$ cat src/rtl/core/lmfw_pkg.sv
// Package: shared types and codes for the lock manager core.
`timescale 1ns / 1ps
package lmfw_pkg;

  localparam logic [1:0] OP_ACQUIRE = 2'd0;
  localparam logic [1:0] OP_RELEASE = 2'd1;
  localparam logic [1:0] OP_KILL    = 2'd2;

  localparam logic [1:0] RC_DONE  = 2'd0;
  localparam logic [1:0] RC_ERROR = 2'd1;
  localparam logic [1:0] RC_FULL  = 2'd2;

  typedef struct packed {
    logic [1:0]         op;
    logic [15:0]        process_id;
    logic signed [31:0] lock_id;
  } lmfw_in_t;

  typedef struct packed {
    logic [15:0] dest_process;
    logic [1:0]  reply_code;
    logic        last;
  } lmfw_out_t;

  typedef struct packed {
    logic [15:0] owner;
    logic [31:0] lock;
  } lmfw_held_t;

  typedef struct packed {
    logic [15:0] process;
    logic [31:0] lock;
    logic [15:0] stamp;
  } lmfw_wait_t;

endpackage

$ cat src/rtl/core/lmfw_ram.sv
// Generic single-port-write, single-port-read RAM with registered read.
`timescale 1ns / 1ps
module lmfw_ram #(
  parameter int WIDTH = 8,
  parameter int DEPTH = 16,
  parameter int AW    = (DEPTH > 1) ? $clog2(DEPTH) : 1
) (
  input  logic             clk,
  input  logic             we,
  input  logic [AW-1:0]    waddr,
  input  logic [WIDTH-1:0] wdata,
  input  logic [AW-1:0]    raddr,
  output logic [WIDTH-1:0] rdata
);
  logic [WIDTH-1:0] mem [DEPTH];

  always_ff @(posedge clk) begin
    if (we) begin
      mem[waddr] <= wdata;
    end
    rdata <= mem[raddr];
  end
endmodule

$ cat src/rtl/core/lock_manager_fifo_waiters_core.sv
// Top level: lock manager with held-lock table and arrival-ordered wait table.
//
// Usage: one input channel (in_valid/in_ready, in_data of lmfw_in_t) carries
// acquire, release and kill requests. The result channel (out_valid/out_ready,
// out_data of lmfw_out_t) carries replies; last marks the final reply of a
// request. Requests that cause no reply (queued acquire, kill that grants no
// lock, op 3) produce nothing on the result channel.
// One item is worked at a time by a sequencer that walks the held and wait
// memories one entry per cycle in its scans (registered-read RAMs, one read
// port each); the kill walks read, then decide, for each entry. Acquire
// replies after the held scan only (a free wait slot comes from the valid
// flags). Release scans the held table; a successful release then searches
// the wait table for the oldest waiter, and a grant adds the rank-renumbering
// sweep before the final reply. Kill walks every wait entry (a renumbering
// sweep per drop), then every held entry (a waiter search per freed lock and
// a renumbering sweep per grant).
// The valid bits live in flip-flops cleared by reset, so no clearing pass is
// needed; the block accepts an item in the cycle after reset.
// Each reply sits in an output register; while the receiver stalls, the
// sequencer holds when it must stage a reply and no new item is taken.
`timescale 1ns / 1ps
module lock_manager_fifo_waiters_core
  import lmfw_pkg::*;
#(
  parameter int HELD_SLOTS = 16,
  parameter int WAIT_SLOTS = 16
) (
  input  logic      clk,
  input  logic      rst_n,
  input  logic      in_valid,
  output logic      in_ready,
  input  lmfw_in_t  in_data,
  output logic      out_valid,
  input  logic      out_ready,
  output lmfw_out_t out_data
);
  localparam int HAW = (HELD_SLOTS > 1) ? $clog2(HELD_SLOTS) : 1;
  localparam int WAW = (WAIT_SLOTS > 1) ? $clog2(WAIT_SLOTS) : 1;
  localparam int HCW = $clog2(HELD_SLOTS + 1);
  localparam int WCW = $clog2(WAIT_SLOTS + 1);

  localparam logic [3:0] S_IDLE  = 4'd0;
  localparam logic [3:0] S_HSCAN = 4'd1;  // scan held table
  localparam logic [3:0] S_DEC   = 4'd2;  // decide acquire/release
  localparam logic [3:0] S_EMIT  = 4'd3;  // unused; S_GRANT and S_FIN wait for the reply
  localparam logic [3:0] S_GSCAN = 4'd4;  // oldest-waiter search
  localparam logic [3:0] S_GRANT = 4'd5;  // write grant
  localparam logic [3:0] S_REN   = 4'd6;  // renumber ranks above dropped
  localparam logic [3:0] S_KWAIT = 4'd7;  // kill: walk wait table
  localparam logic [3:0] S_KHELD = 4'd8;  // kill: walk held table
  localparam logic [3:0] S_FIN   = 4'd9;  // final marker pass

  logic [3:0] state_r, state_nxt;
  lmfw_in_t req_r, req_nxt;

  logic [HELD_SLOTS-1:0] hv_r, hv_nxt;
  logic [WAIT_SLOTS-1:0] wv_r, wv_nxt;
  logic [15:0] arr_r, arr_nxt;

  // held ram
  logic           h_we;
  logic [HAW-1:0] h_waddr, h_raddr;
  lmfw_held_t     h_wdata, h_rdata;
  // wait ram
  logic           w_we;
  logic [WAW-1:0] w_waddr, w_raddr;
  lmfw_wait_t     w_wdata, w_rdata;

  lmfw_ram #(.WIDTH($bits(lmfw_held_t)), .DEPTH(HELD_SLOTS)) u_held (
    .clk(clk), .we(h_we), .waddr(h_waddr), .wdata(h_wdata),
    .raddr(h_raddr), .rdata(h_rdata)
  );
  lmfw_ram #(.WIDTH($bits(lmfw_wait_t)), .DEPTH(WAIT_SLOTS)) u_wait (
    .clk(clk), .we(w_we), .waddr(w_waddr), .wdata(w_wdata),
    .raddr(w_raddr), .rdata(w_rdata)
  );

  // scan counters: issue index and data index registered behind it
  logic [HCW-1:0] hcnt_r, hcnt_nxt;
  logic [WCW-1:0] wcnt_r, wcnt_nxt;
  logic           rd_v_r, rd_v_nxt;
  logic [HAW-1:0] hd_r, hd_nxt;
  logic [WAW-1:0] wd_r, wd_nxt;

  logic           hfound_r, hfound_nxt;
  logic [HAW-1:0] hidx_r, hidx_nxt;
  logic [15:0]    howner_r, howner_nxt;
  logic [31:0]    glock_r, glock_nxt;

  logic           best_v_r, best_v_nxt;
  logic [WAW-1:0] best_r, best_nxt;
  lmfw_wait_t     bestd_r, bestd_nxt;
  logic [15:0]    dstamp_r, dstamp_nxt;

  logic [3:0]     ret_r, ret_nxt;      // state after renumber or after a search with no grant

  lmfw_out_t      obuf_r, obuf_nxt;
  logic           obuf_v_r, obuf_v_nxt;
  logic           pend_v_r, pend_v_nxt;
  lmfw_out_t      pend_r, pend_nxt;

  logic [HAW-1:0] hfree;
  logic           hfree_v;
  logic [WAW-1:0] wfree;
  logic           wfree_v;

  always_comb begin
    hfree = '0;
    hfree_v = 1'b0;
    for (int i = HELD_SLOTS - 1; i >= 0; i--) begin
      if (!hv_r[i]) begin
        hfree = HAW'(i);
        hfree_v = 1'b1;
      end
    end
    wfree = '0;
    wfree_v = 1'b0;
    for (int i = WAIT_SLOTS - 1; i >= 0; i--) begin
      if (!wv_r[i]) begin
        wfree = WAW'(i);
        wfree_v = 1'b1;
      end
    end
  end

  assign in_ready  = (state_r == S_IDLE) && !obuf_v_r && !pend_v_r;
  assign out_valid = obuf_v_r;
  assign out_data  = obuf_r;

  // Replies are held one behind in pend so that last can be set when the
  // request ends; obuf is the output register.
  always_comb begin
    state_nxt = state_r;
    req_nxt = req_r;
    hv_nxt = hv_r;
    wv_nxt = wv_r;
    arr_nxt = arr_r;
    hcnt_nxt = hcnt_r;
    wcnt_nxt = wcnt_r;
    rd_v_nxt = 1'b0;
    hd_nxt = hd_r;
    wd_nxt = wd_r;
    hfound_nxt = hfound_r;
    hidx_nxt = hidx_r;
    howner_nxt = howner_r;
    glock_nxt = glock_r;
    best_v_nxt = best_v_r;
    best_nxt = best_r;
    bestd_nxt = bestd_r;
    dstamp_nxt = dstamp_r;
    ret_nxt = ret_r;
    obuf_nxt = obuf_r;
    obuf_v_nxt = obuf_v_r;
    pend_v_nxt = pend_v_r;
    pend_nxt = pend_r;
    h_we = 1'b0;
    h_waddr = '0;
    h_wdata = '0;
    h_raddr = hcnt_r[HAW-1:0];
    w_we = 1'b0;
    w_waddr = '0;
    w_wdata = '0;
    w_raddr = wcnt_r[WAW-1:0];

    if (obuf_v_r && out_ready) begin
      obuf_v_nxt = 1'b0;
    end

    unique case (state_r)
      S_IDLE: begin
        if (in_valid && in_ready) begin
          req_nxt = in_data;
          hcnt_nxt = '0;
          wcnt_nxt = '0;
          hfound_nxt = 1'b0;
          unique case (in_data.op) inside
            OP_ACQUIRE, OP_RELEASE: state_nxt = S_HSCAN;
            OP_KILL: state_nxt = S_KWAIT;
            default: state_nxt = S_IDLE;
          endcase
        end
      end
      S_HSCAN: begin
        if (rd_v_r && hv_r[hd_r] && h_rdata.lock == 32'(req_r.lock_id)
            && !hfound_r) begin
          hfound_nxt = 1'b1;
          hidx_nxt = hd_r;
          howner_nxt = h_rdata.owner;
        end
        if (hcnt_r < HCW'(HELD_SLOTS)) begin
          rd_v_nxt = 1'b1;
          hd_nxt = hcnt_r[HAW-1:0];
          hcnt_nxt = hcnt_r + 1'b1;
        end else if (!rd_v_r) begin
          state_nxt = S_DEC;
        end
      end
      S_DEC: begin
        state_nxt = S_FIN;
        if (req_r.op == OP_ACQUIRE) begin
          if (hfound_r && howner_r == req_r.process_id) begin
            pend_v_nxt = 1'b1;
            pend_nxt = '{req_r.process_id, RC_ERROR, 1'b0};
          end else if (hfound_r) begin
            if (!wfree_v) begin
              pend_v_nxt = 1'b1;
              pend_nxt = '{req_r.process_id, RC_FULL, 1'b0};
            end else begin
              w_we = 1'b1;
              w_waddr = wfree;
              w_wdata = '{req_r.process_id, 32'(req_r.lock_id), arr_r};
              wv_nxt[wfree] = 1'b1;
              arr_nxt = arr_r + 16'd1;
            end
          end else if (!hfree_v) begin
            pend_v_nxt = 1'b1;
            pend_nxt = '{req_r.process_id, RC_FULL, 1'b0};
          end else begin
            h_we = 1'b1;
            h_waddr = hfree;
            h_wdata = '{req_r.process_id, 32'(req_r.lock_id)};
            hv_nxt[hfree] = 1'b1;
            pend_v_nxt = 1'b1;
            pend_nxt = '{req_r.process_id, RC_DONE, 1'b0};
          end
        end else begin
          pend_v_nxt = 1'b1;
          if (hfound_r && howner_r == req_r.process_id) begin
            pend_nxt = '{req_r.process_id, RC_DONE, 1'b0};
            hv_nxt[hidx_r] = 1'b0;
            glock_nxt = 32'(req_r.lock_id);
            wcnt_nxt = '0;
            best_v_nxt = 1'b0;
            ret_nxt = S_FIN;
            state_nxt = S_GSCAN;
          end else begin
            pend_nxt = '{req_r.process_id, RC_ERROR, 1'b0};
          end
        end
      end
      S_GSCAN: begin
        if (rd_v_r && wv_r[wd_r] && w_rdata.lock == glock_r &&
            (!best_v_r || w_rdata.stamp < bestd_r.stamp)) begin
          best_v_nxt = 1'b1;
          best_nxt = wd_r;
          bestd_nxt = w_rdata;
        end
        if (wcnt_r < WCW'(WAIT_SLOTS)) begin
          rd_v_nxt = 1'b1;
          wd_nxt = wcnt_r[WAW-1:0];
          wcnt_nxt = wcnt_r + 1'b1;
        end else if (!rd_v_r) begin
          state_nxt = best_v_r ? S_GRANT : ret_r;
        end
      end
      S_GRANT: begin
        // pending reply must be flushed to obuf before a new one is staged
        if (!pend_v_r || !obuf_v_r || out_ready) begin
          if (pend_v_r) begin
            obuf_nxt = pend_r;
            obuf_v_nxt = 1'b1;
          end
          pend_v_nxt = 1'b1;
          pend_nxt = '{bestd_r.process, RC_DONE, 1'b0};
          h_we = 1'b1;
          h_waddr = hidx_r;
          h_wdata = '{bestd_r.process, glock_r};
          hv_nxt[hidx_r] = 1'b1;
          wv_nxt[best_r] = 1'b0;
          dstamp_nxt = bestd_r.stamp;
          if (arr_r != 16'd0) arr_nxt = arr_r - 16'd1;
          wcnt_nxt = '0;
          state_nxt = S_REN;
        end
      end
      S_REN: begin
        if (rd_v_r && wv_r[wd_r] && w_rdata.stamp > dstamp_r) begin
          w_we = 1'b1;
          w_waddr = wd_r;
          w_wdata = w_rdata;
          w_wdata.stamp = w_rdata.stamp - 16'd1;
        end
        // a write-back goes to an entry already read, never to the one being read
        if (wcnt_r < WCW'(WAIT_SLOTS)) begin
          rd_v_nxt = 1'b1;
          wd_nxt = wcnt_r[WAW-1:0];
          wcnt_nxt = wcnt_r + 1'b1;
        end else if (!rd_v_r) begin
          state_nxt = ret_r;
          wcnt_nxt = '0;
          if (ret_r == S_KWAIT) wcnt_nxt = WCW'(best_r) + 1'b1;
          if (ret_r == S_KHELD) hcnt_nxt = HCW'(hidx_r) + 1'b1;
        end
      end
      S_KWAIT: begin
        // one entry per visit: read, then decide
        if (rd_v_r) begin
          if (wv_r[wd_r] && w_rdata.process == req_r.process_id) begin
            wv_nxt[wd_r] = 1'b0;
            dstamp_nxt = w_rdata.stamp;
            best_nxt = wd_r;
            if (arr_r != 16'd0) arr_nxt = arr_r - 16'd1;
            ret_nxt = S_KWAIT;
            wcnt_nxt = '0;
            state_nxt = S_REN;
          end else begin
            wcnt_nxt = WCW'(wd_r) + 1'b1;
          end
        end else if (wcnt_r < WCW'(WAIT_SLOTS)) begin
          rd_v_nxt = 1'b1;
          wd_nxt = wcnt_r[WAW-1:0];
        end else begin
          hcnt_nxt = '0;
          state_nxt = S_KHELD;
        end
      end
      S_KHELD: begin
        if (rd_v_r) begin
          if (hv_r[hd_r] && h_rdata.owner == req_r.process_id) begin
            hv_nxt[hd_r] = 1'b0;
            hidx_nxt = hd_r;
            glock_nxt = h_rdata.lock;
            wcnt_nxt = '0;
            best_v_nxt = 1'b0;
            ret_nxt = S_KHELD;
            state_nxt = S_GSCAN;
          end
          hcnt_nxt = HCW'(hd_r) + 1'b1;
        end else if (hcnt_r < HCW'(HELD_SLOTS)) begin
          rd_v_nxt = 1'b1;
          hd_nxt = hcnt_r[HAW-1:0];
        end else begin
          state_nxt = S_FIN;
        end
      end
      S_FIN: begin
        if (!pend_v_r) begin
          state_nxt = S_IDLE;
        end else if (!obuf_v_r || out_ready) begin
          obuf_nxt = pend_r;
          obuf_nxt.last = 1'b1;
          obuf_v_nxt = 1'b1;
          pend_v_nxt = 1'b0;
          state_nxt = S_IDLE;
        end
      end
      default: state_nxt = S_IDLE;
    endcase

    // S_GSCAN after a no-grant in S_KHELD must resume past the freed slot
    if (state_r == S_GSCAN && state_nxt == S_KHELD) begin
      hcnt_nxt = HCW'(hidx_r) + 1'b1;
    end
    if (state_r == S_REN && state_nxt == S_FIN) begin
      wcnt_nxt = '0;
    end
  end

  always_ff @(posedge clk) begin
    if (!rst_n) begin
      state_r <= S_IDLE;
      hv_r <= '0;
      wv_r <= '0;
      arr_r <= '0;
      obuf_v_r <= 1'b0;
      pend_v_r <= 1'b0;
      rd_v_r <= 1'b0;
      hcnt_r <= '0;
      wcnt_r <= '0;
      hfound_r <= 1'b0;
      best_v_r <= 1'b0;
      ret_r <= S_IDLE;
    end else begin
      state_r <= state_nxt;
      hv_r <= hv_nxt;
      wv_r <= wv_nxt;
      arr_r <= arr_nxt;
      obuf_v_r <= obuf_v_nxt;
      pend_v_r <= pend_v_nxt;
      rd_v_r <= rd_v_nxt;
      hcnt_r <= hcnt_nxt;
      wcnt_r <= wcnt_nxt;
      hfound_r <= hfound_nxt;
      best_v_r <= best_v_nxt;
      ret_r <= ret_nxt;
    end
  end

  always_ff @(posedge clk) begin
    req_r <= req_nxt;
    hd_r <= hd_nxt;
    wd_r <= wd_nxt;
    hidx_r <= hidx_nxt;
    howner_r <= howner_nxt;
    glock_r <= glock_nxt;
    best_r <= best_nxt;
    bestd_r <= bestd_nxt;
    dstamp_r <= dstamp_nxt;
    obuf_r <= obuf_nxt;
    pend_r <= pend_nxt;
  end

  a_out_hold: assert property (@(posedge clk) disable iff (!rst_n)
    out_valid && !out_ready |=> out_valid && $stable(out_data))
    else $error("reply changed while stalled");
  a_ready_idle: assert property (@(posedge clk) disable iff (!rst_n)
    in_ready |-> !out_valid && state_r == S_IDLE)
    else $error("item taken while busy");
  a_arr_count: assert property (@(posedge clk) disable iff (!rst_n)
    state_r == S_IDLE |-> arr_r == 16'($countones(wv_r)))
    else $error("arrival count differs from waiter count");
  a_fin_last: assert property (@(posedge clk) disable iff (!rst_n)
    state_r == S_FIN && pend_v_r && (!obuf_v_r || out_ready) |=> out_data.last)
    else $error("final reply missing last");
endmodule
$ cat config.mk
export PLATFORM = sky130hd
export DESIGN_NAME = lock_manager_fifo_waiters_core
export DESIGN_NICKNAME = d
export VERILOG_FILES = /design/src/rtl/core/lmfw_pkg.sv /design/src/rtl/core/lmfw_ram.sv /design/src/rtl/core/lock_manager_fifo_waiters_core.sv
export SDC_FILE = /design/constraint.sdc
export NUM_CORES = 2
export LEC_CHECK = 0
export BUFFER_PORTS_ARGS = -buffer_cell sky130_fd_sc_hd__buf_2
export CORE_MARGIN = 2
export CORE_UTILIZATION = 55
export DETAILED_ROUTE_END_ITERATION = 10
export PLACE_DENSITY = 0.83
export SLEW_MARGIN = 20
export SYNTH_ARGS = -nofsm -noshare
export SYNTH_HDL_FRONTEND = slang
export SYNTH_SLANG_ARGS = --single-unit
$ cat constraint.sdc
create_clock -name clk -period 6 [get_ports clk]
set_input_delay 0.3 -clock clk [delete_from_list [all_inputs] [get_ports clk]]
set_output_delay 0.3 -clock clk [all_outputs]
set_load 0.05 [all_outputs]
==> qor.yml <==
outcome:
  status: "completed"
critical_path:
  endpoint_kind: "flop"
  crit_fanout: 17
  crit_required_ps: 6500
  path_cells: "inv_1 > nor2_1 > nand2_1 > nor4_1 > nand4_1 > or4_1 > o21bai_1 > inv_1 > buf_4"
  cpPeakStageDelay_ps: 750
  worst_path_max_delay_cell: "nor4_1"
  worstPathBufferInverterCount: 3
  cp_common_cell: "inv_1"
  cp_top_family: "simple AND/OR/NAND/NOR gates"
  critPathArrivalTime_ps: 5860
  startpoint_type: "flop"
  critical_path_class: "flop to flop"
sta:
  final.setup.worst_slack_ps: 633.5
  hold_violations: 0
  slew_violations: 0
  relSlewSlack_pct: 20.28
  fmax_mhz: 186.3
  worstMarginPinSlew_ps: 1196
  finalClockSkew_ps: 104.6
  period_minus_slack_ps: 5366
  fin_crit_sh_pct: 89.44
  rsz0062_at_grt: "false"
  holdWs_ps: 141.9
  finalSetupViolCount: 0
  fin_setup_tns_ps: 0
cells_and_area:
  final_common_cell: "edfxtp_1"
  final_nets: 4677
  fillers: 9981
  drive_gt1_share_pct: 23.29
  final_cell_area_um2: 96510
  areaGrowthSynthToFinish_pct: 12.30
  mostFrequentLayoutCells: "edfxtp_1, mux4_2, nand2_1, clkbuf_16, dfxtp_1"
  utilization_pct: 62.00
  final_cell_count_no_fill: 6794
global_routing:
  antenna_found_initial: 6
  grt_max_degree: 124
  grt_usage_pct: 29.04
  grt_pass1_vias: 47076
  grt_pass1_wl_um: 331400
  grt_overflow: 0
yosys:
  syn-num-nets: 4500
  synthSimpleGateAreaFrac_pct: 3.589
  synth_mux_area_share_pct: 15.14
  yosys.area_share.xor_xnor_pct: 1.549
  syn_avg_cell_area_um2: 19.61
  synth_compound_area_share_pct: 3.626
  synthAdderAreaFrac_pct: 0.9405
  synthDistinctLibCells: 81
  synth_top_family_by_area: "multiplexers"
  yosysSeqAreaShare_pct: 73.80
  ys.warnings.count: 0
  synth_edf_count: 1991
  async_flop_share_pct: 0
  ys_seq_elements: 2173
  synthFlopType: "edfxtp_1"
  synthCells: 4382
  syn_area_um2: 85940
clock_network:
  clk_latency_ps: 870
  cts_buffers: 201
  cts_setup_buffers: 0
  cts-root-buf: "clkbuf_16"
  path_clk_slew_ps: 70
  numClockSinks: 2173
  post_cts_resized: 0
  cts_tree: "built"
  clock_path_buffers: 3
  htree_levels: 4
die:
  die_area_um2: 159400
  rows: 145
  fp.coreArea_um2: 155700
  io_pins: 75
  die_w_um: 399.3
  die_height_um: 399.3
  initial_core_util_pct: 55.21
power:
  power.total_mw: 33.30
  ir_drop_mv: 0.3555
  power_switching_mw: 7.924
  power.leakage_nw: 32.47
  power_density_nw_per_um2: 345.0
  sw_frac_of_total_pct: 23.79
  pwr-share-seq_pct: 51.7
  p_int_mw: 25.38
  clockPowerShare_pct: 39.8
  combinationalPowerShare_pct: 8.5
detailed_routing:
  drt_iter0_markers: 7214
  viasPerCell: 6.895
  first_pass_iters: 6
  drtAntennaViolNets: 0
  vias: 46842
  routed_wl_um: 229400
  wire_per_inst_um: 33.77
  drcViolationCount: 0
placed_design:
  gp_congestion: 0.9340
  place_hpwl_um: 119900
  port_buffers: 74
  numPlacedInstances: 6362
  pre_cts_ws_ps: 947.7
  dpl_cell_area_um2: 89170
min_path:
  hp-class: "input pin to flop"
run:
  max-cap-violations: 0
## final cells by class
| cell class | count | area [um^2] | area share, % |
|---|---|---|---|
| Clock inverter | 102 | 1255 | 1.300 |
| Tap cell | 2058 | 2575 | 2.668 |
| Antenna cell | 1 | 2.502 | 0.002593 |
| Inverter | 66 | 247.7 | 0.2567 |
| Multi-Input combinational cell | 1906 | 21660 | 22.45 |
| Clock buffer | 277 | 5569 | 5.770 |
| Sequential cell | 2173 | 63460 | 65.75 |
| Timing Repair Buffer | 211 | 1742 | 1.805 |
## worst reg2reg max path, cell delays in order, from the launching register on
cell	delay, ps
dfxtp_1	640
inv_1	230
nor2_1	540
nand2_1	400
nor4_1	750
nand4_1	560
or4_1	700
o21bai_1	190
inv_1	590
buf_4	410
## routing by layer
| layer | share of wire (%) | track usage (%) |
|---|---|---|
| met5 | 0.014 | 0 |
| met2 | 49 | 46.52 |
| met4 | 5.3 | 13.41 |
| met3 | 11 | 6.988 |
| met1 | 35 | 38.00 |
## sequential cells by signal, indices dropped and copies added (netlist names), 3 cells and up
name / count
hidx_r: 4
out_data: 19
howner_r: 16
hv_r: 16
u_wait.rdata: 64
u_held.mem: 768
wcnt_r: 5
hd_r: 4
u_held.rdata: 48
ret_r: 3
pend_r: 18
best_r: 4
glock_r: 32
state_r: 4
wd_r: 4
hcnt_r: 5
dstamp_r: 16
wv_r: 16
arr_r: 16
bestd_r: 32
u_wait.mem: 1024
req_r: 50
## repair_timing
action	in CTS	in global routing
hold buffers	52	0
endpoints found under the setup margin	0	0
hold endpoints to repair	54	0
## synth_stat cells, types with 5 or more instances
| cell | n | area (um^2) |
|---|---|---|
| o21ai_0 | 88 | 440.4 |
| a32oi_1 | 5 | 43.79 |
| a22oi_1 | 10 | 75.07 |
| a22o_1 | 115 | 1007 |
| a31oi_1 | 25 | 156.4 |
| ha_1 | 63 | 788.3 |
| inv_1 | 65 | 244.0 |
| a21o_1 | 14 | 105.1 |
| buf_1 | 51 | 191.4 |
| xor2_1 | 113 | 989.7 |
| mux2i_1 | 23 | 230.2 |
| o221a_2 | 6 | 67.56 |
| a21boi_0 | 7 | 52.55 |
| a221oi_1 | 10 | 87.58 |
| a21oi_1 | 81 | 405.4 |
| nand2b_1 | 10 | 62.56 |
| a211oi_1 | 9 | 67.56 |
| mux4_2 | 562 | 12660 |
| o211a_1 | 8 | 80.08 |
| o21a_1 | 6 | 45.04 |
| nor3b_1 | 7 | 52.55 |
| nand3_1 | 48 | 240.2 |
| edfxtp_1 | 1991 | 59790 |
| dfxtp_1 | 182 | 3643 |
| clkbuf_1 | 178 | 668.1 |
| nor2_1 | 122 | 457.9 |
| nand2_1 | 283 | 1062 |
| xnor2_1 | 39 | 341.6 |
| buf_2 | 5 | 25.02 |
| nor4_1 | 32 | 200.2 |
| o22ai_1 | 9 | 56.30 |
| nor3_1 | 42 | 210.2 |
| nor2b_1 | 33 | 206.5 |
| and3_1 | 16 | 100.1 |
| and2_1 | 7 | 43.79 |
| o211ai_1 | 9 | 67.56 |
| or3_1 | 7 | 43.79 |
| nand4_1 | 23 | 143.9 |
## logic make-up after synthesis
group | count (synthesis)
compound gates | 440
fa+ha+maj | 64
mux | 591
simple gates | 659
buf+inv | 303
flops | 2173
xor+xnor | 152
## worst paths after layout
check,from,end,slack (ps),depth (start not counted)
setup / recovery,state_r[2],bestd_r[12],630,9
hold / removal,rst_n,ret_r[0],140,4
setup reg to reg,state_r[2],bestd_r[12],630,9
hold reg to reg,u_held.rdata[41],howner_r[9],410,0
## power groups by stage
stage	clock, mW	combinational [mW]	sequential [mW]
final	13.3	2.83	17.2
after global routing	13.9	2.96	17.2
after CTS	13.3	2.81	17.2
after detailed placement	0	2.69	17.5
after global placement	0	2.65	17.5
after floorplan	0	2.18	17.1
Note: power is estimated with default switching activity, not from simulation.
